<file path="config.mk">
export PLATFORM = sky130hd
export DESIGN_NAME = dsc_ctrl
export DESIGN_NICKNAME = d
export VERILOG_FILES = /design/src/dsc_pkg.sv /design/src/dsc_ctrl.sv
export SDC_FILE = /design/constraint.sdc
export NUM_CORES = 1
export LEC_CHECK = 0
export ABC_AREA = 1
export BUFFER_PORTS_ARGS = -buffer_cell sky130_fd_sc_hd__clkbuf_2
export CAP_MARGIN = 0
export CORE_UTILIZATION = 25
export CTS_BUF_LIST = sky130_fd_sc_hd__clkbuf_8
export DETAILED_ROUTE_END_ITERATION = 7
export GPL_TIMING_DRIVEN = 1
export MAX_ROUTING_LAYER = met4
export PLACE_DENSITY = 0.57
export SYNTH_ARGS = -nofsm -noshare
export SYNTH_HDL_FRONTEND = slang
export SYNTH_SLANG_ARGS = --single-unit
export TNS_END_PERCENT = 5
</file>
<file path="constraint.sdc">
create_clock -name clk -period 1.7 [get_ports clk]
set_input_delay 0.085 -clock clk [delete_from_list [all_inputs] [get_ports clk]]
set_output_delay 0.085 -clock clk [all_outputs]
set_load 0.05 [all_outputs]
</file>
<file path="src/dsc_pkg.sv">
// dsc_pkg: shared types and constants for the divisible subarray counter
// holds payload structs, histogram word, controller/datapath command and status
// no dependencies
package dsc_pkg;

    localparam int VALUE_W    = 31;
    localparam int COUNT_W    = 32;
    localparam int MOD_W      = 13;
    localparam int DIVIDEND_W = 32;
    localparam int STEP_W     = $clog2(DIVIDEND_W);
    localparam int HIST_W     = 17;
    localparam int PADDR_W    = 3;
    localparam int PDATA_W    = 32;

    localparam logic [HIST_W-1:0]    HIST_MAX      = '1;
    localparam logic [MOD_W-1:0]     MODULUS_RESET = 13'd1;
    localparam logic [PADDR_W-3:0]   REG_MODULUS   = 1'b0;

    typedef struct packed {
        logic [VALUE_W-1:0] value;
        logic               is_last;
    } item_t;

    typedef struct packed {
        logic [COUNT_W-1:0] pair_count;
        logic               is_last_res;
    } result_t;

    typedef struct packed {
        logic              tag;
        logic [HIST_W-1:0] count;
    } hist_word_t;

    typedef struct packed {
        logic load;
        logic div_step;
        logic item_rd;
        logic item_upd;
        logic clr_wr;
        logic scrub_rd;
        logic scrub_wr;
        logic ptr_rst;
        logic ptr_inc;
        logic epoch_flip;
    } cmd_t;

    typedef struct packed {
        logic div_last;
        logic ptr_last;
        logic is_last;
    } status_t;

endpackage

</file>
<file path="src/dsc_ctrl.sv">
// dsc_ctrl: sequencing state machine for the divisible subarray counter
// drives dsc_datapath through dsc_pkg::cmd_t, reads dsc_pkg::status_t
// depends on dsc_pkg
module dsc_ctrl (
    input  logic             clk,
    input  logic             rst_n,
    input  logic             item_valid,
    output logic             item_stall,
    output logic             result_valid,
    input  logic             result_stall,
    output dsc_pkg::cmd_t    cmd,
    input  dsc_pkg::status_t status
);

    typedef enum logic [5:0] {
        S_CLEAR = 6'b000001,
        S_IDLE  = 6'b000010,
        S_DIV   = 6'b000100,
        S_READ  = 6'b001000,
        S_UPD   = 6'b010000,
        S_SCRUB = 6'b100000
    } state_t;

    state_t state_reg, state_next;
    logic   scrub_done_reg, scrub_done_next;
    logic   phase_reg, phase_next;
    logic   result_valid_reg, result_valid_next;
    logic   scrub_ok;
    logic   out_free;

    always_comb
    begin
        state_next        = state_reg;
        scrub_done_next   = scrub_done_reg;
        phase_next        = 1'b0;
        cmd               = '0;
        scrub_ok          = 1'b0;
        out_free          = !result_valid_reg || !result_stall;
        result_valid_next = result_valid_reg && result_stall;

        unique case (state_reg)
            S_CLEAR:
            begin
                cmd.clr_wr = 1'b1;
                if (status.ptr_last)
                begin
                    cmd.ptr_rst     = 1'b1;
                    scrub_done_next = 1'b1;
                    state_next      = S_IDLE;
                end
                else
                begin
                    cmd.ptr_inc = 1'b1;
                end
            end
            S_IDLE:
            begin
                scrub_ok = !scrub_done_reg;
                if (item_valid)
                begin
                    cmd.load   = 1'b1;
                    state_next = S_DIV;
                end
            end
            S_DIV:
            begin
                cmd.div_step = 1'b1;
                scrub_ok     = !scrub_done_reg && !status.div_last;
                if (status.div_last)
                begin
                    state_next = S_READ;
                end
            end
            S_READ:
            begin
                cmd.item_rd = 1'b1;
                state_next  = S_UPD;
            end
            S_UPD:
            begin
                if (out_free)
                begin
                    cmd.item_upd      = 1'b1;
                    result_valid_next = 1'b1;
                    state_next        = status.is_last ? S_SCRUB : S_IDLE;
                end
            end
            S_SCRUB:
            begin
                scrub_ok = !scrub_done_reg;
                if (scrub_done_reg)
                begin
                    cmd.epoch_flip  = 1'b1;
                    cmd.ptr_rst     = 1'b1;
                    scrub_done_next = 1'b0;
                    state_next      = S_IDLE;
                end
            end
            default:
            begin
                state_next = S_CLEAR;
            end
        endcase

        // background sweep retags stale entries, read then conditional write
        if (scrub_ok)
        begin
            if (!phase_reg)
            begin
                cmd.scrub_rd = 1'b1;
                phase_next   = 1'b1;
            end
            else
            begin
                cmd.scrub_wr = 1'b1;
                if (status.ptr_last)
                begin
                    cmd.ptr_rst     = 1'b1;
                    scrub_done_next = 1'b1;
                end
                else
                begin
                    cmd.ptr_inc = 1'b1;
                end
            end
        end
    end

    always_ff @(posedge clk or negedge rst_n)
    begin
        if (!rst_n)
        begin
            state_reg        <= S_CLEAR;
            scrub_done_reg   <= 1'b0;
            phase_reg        <= 1'b0;
            result_valid_reg <= 1'b0;
        end
        else
        begin
            state_reg        <= state_next;
            scrub_done_reg   <= scrub_done_next;
            phase_reg        <= phase_next;
            result_valid_reg <= result_valid_next;
        end
    end

    assign item_stall   = (state_reg != S_IDLE);
    assign result_valid = result_valid_reg;

endmodule

</file>
==> flow_metrics.tcl <==
set metrics [dict create \
    synthTopCellsByCount "21 x inv_1, 20 x nand2_1, 12 x nor2_1" \
    drt_iter0_drc 31 \
    core_um2 2300 \
    n_fill_cell 247 \
    gp_congestion 0.903 \
    placed_area_um2 788 \
    wl_per_cell_um 11.3 \
    grt_pass1_wl_mm 2.93 \
    worst_slew_pin_slew_ns 0.279 \
    setup_viol 0 \
    dieHeight_um 52.3 \
    synth_flop_cell "dfrtp_1" \
    status "complete, no violations" \
    drive_gt1_frac 0.413 \
    power_density_nw_per_um2 1280 \
    grt_pass1_vias 663 \
    htree_levels 1 \
    cts.sinks 9 \
    rsz0062_at_grt "true" \
    holdWs_ns 0.0885 \
    critical_path_class "register to primary output" \
    hp-class "input port to register" \
    synth_area_leaders "dfrtp_1 32%, inv_1 12%, nand2_1 12%" \
    slowest_stage "dfrtp_2" \
    cts-buffers-inserted 3 \
    synth-edff-count 0 \
    final_max_slew_viol_count 0 \
    overflow 0 \
    netlist_instances 92 \
    worst_path_largest_cell_delay_ns 0.44 \
    hold_violations 0 \
    synth.distinct_cells 16 \
    ioPinCount 19 \
    grt_max_degree 10 \
    drt_wl_total_mm 1.73 \
    die_x_um 52.3 \
    final_area_um2 972 \
    async_reset_ff_frac 1.00 \
    grt_usage 0.152 \
    clockRootBuffer "clkbuf_8" \
    diodes 0 \
    arrival_ns 1.59 \
    synth_seq_area_share 0.358 \
    p_leak_nw 0.555 \
    seq_area_um2 228 \
    initial_core_util 0.276 \
    final_cells 154 \
    fin_crit_ns 1.67 \
    die-area_um2 2740 \
    crit_path_start_kind "register" \
    synth_top_area_frac 0.316 \
    io_buffers 18 \
    clockBufferDepth 2 \
    synth-seq-cells 9 \
    path_max_fanout 6 \
    ys_warn_count 0 \
    num_rows 17 \
    utilization 0.423 \
    drc 0 \
    cp.required_ns 1.62 \
    synth_nets 99 \
    cts_tree "yes" \
    dp_hpwl_mm 1.27 \
    cp_top_family "simple AND/OR/NAND/NOR gates" \
    vias 703 \
    path_buf_inv 3 \
    antenna_found_initial 0 \
    yosysMostFrequentCell "inv_1" \
    irDropWorstVdd_uv 523 \
    setup_tns_ns 0 \
    synthToLayoutAreaGrowth_pct 53.6 \
    nNetsFinal 134 \
    largest_reg_flops 6 \
    dp_cells 141 \
    cp-end-kind "primary output" \
    slew-limit-headroom 0.815 \
    fmax_mhz 598 \
    ant_nets 0 \
    syn_avg_cell_area_um2 6.88 \
    skew_ns 0.00167 \
    firstDrtPassIters 4 \
    finalWorstSetupSlack_ns 0.0271 \
    path_cells "nor2_4 > nand3_2 > inv_2 > nand3_2 > nand2_4 > inv_4 > nor2_4 > buf_8" \
    mappedNetlistArea_um2 633 \
    power.total_mw 1.25 \
    clkTransAtPathRegs_ns 0.05 \
    period_share 0.984 \
    maxCapViolCount 0 \
    clkLatencyLatePin_ns 0.23 \
    multi_input_area_um2 352 \
    routed_via_density 4.56 \
    pre_cts_ws_ns 0.119 \
    synth_area_leader_cell "dfrtp_1" \
]
## where the power goes
group / switching [mW] / internal, mW / leakage, nW / total [mW]
combinational: 0.444 / 0.244 / 0.414 / 0.688
sequential: 0.0486 / 0.258 / 0.114 / 0.307
clock: 0.0939 / 0.158 / 0.0269 / 0.252
## path summary, 6_finish.rpt
check                                  start           end  slack [ns]  depth (start not counted)
worst max-delay path            state_reg[1]        cmd[4]        0.03                          8
worst min-delay path            result_stall  result_valid        0.09                          3
worst max register to register  state_reg[0]  state_reg[5]        0.30                          8
worst min register to register  result_valid  result_valid        0.50                          2
max in group asynchronous              rst_n  state_reg[0]        1.18                          2
min in group asynchronous              rst_n  state_reg[5]        0.25                          2
## cells in the final DEF, fill, tap and decap left out
| cell type | count |
|---|---|
| nor3_2 | 1 |
| inv_2 | 2 |
| clkbuf_4 | 2 |
| inv_1 | 20 |
| buf_4 | 12 |
| dfrtp_2 | 1 |
| o21ai_0 | 2 |
| nor2_1 | 8 |
| inv_4 | 1 |
| nor2_2 | 2 |
| o211ai_1 | 2 |
| nand2_4 | 1 |
| nand3_2 | 4 |
| nand2_1 | 20 |
| nor2_4 | 6 |
| dfrtp_1 | 7 |
| nand3_1 | 6 |
| clkbuf_2 | 12 |
| buf_8 | 2 |
| dfstp_2 | 1 |
| clkbuf_8 | 3 |
| nand4_1 | 8 |
| buf_6 | 2 |
| dlygate4sd3_1 | 1 |
## metal layers
layer / GRT usage / wire length [um] / vias up
li1: - / - / 356
met1: 0.186 / 817 / 330
met2: 0.219 / 827 / 15
met3: 0.0377 / 67 / 2
met4: 0.0965 / 22 / 0
met5: - / 0 / -
## what timing repair did
item | in CTS | in global routing
setup endpoints to repair | 5 | 7
gates resized for setup | 8 | 18
pin swaps | 4 | 10
gates cloned | 0 | 0
hold endpoints to repair | 9 | 0
hold buffers | 1 | 0
setup buffers | 2 | 6
## cell families (layout without fill, tap and decap cells)
| kind of cell | count (synthesis) | in the layout | share of synthesized area |
|---|---|---|---|
| flip-flops | 9 | 9 | 0.358 |
| AND/OR/NAND/NOR | 56 | 56 | 0.460 |
| buffers and inverters | 23 | 57 | 0.142 |
| AO/OA/AOI/OAI | 4 | 4 | 0.0395 |
## area by class of cell
cell class	count	share of cell area
flip-flops and latches	9	0.234
repair buffers	31	0.234
clock inverters	1	0.00386
clock buffers	3	0.0425
multi-input cells	60	0.362
well taps	28	0.0360
inverters	22	0.0875
## worst reg2reg max path: cells and delay by family (launching register included)
kind | cells | cell delay [ns]
flip-flops | 1 | 0.57
AND/OR/NAND/NOR | 5 | 0.49
buffers and inverters | 3 | 0.23
Note: power is estimated with default switching activity, not from simulation.
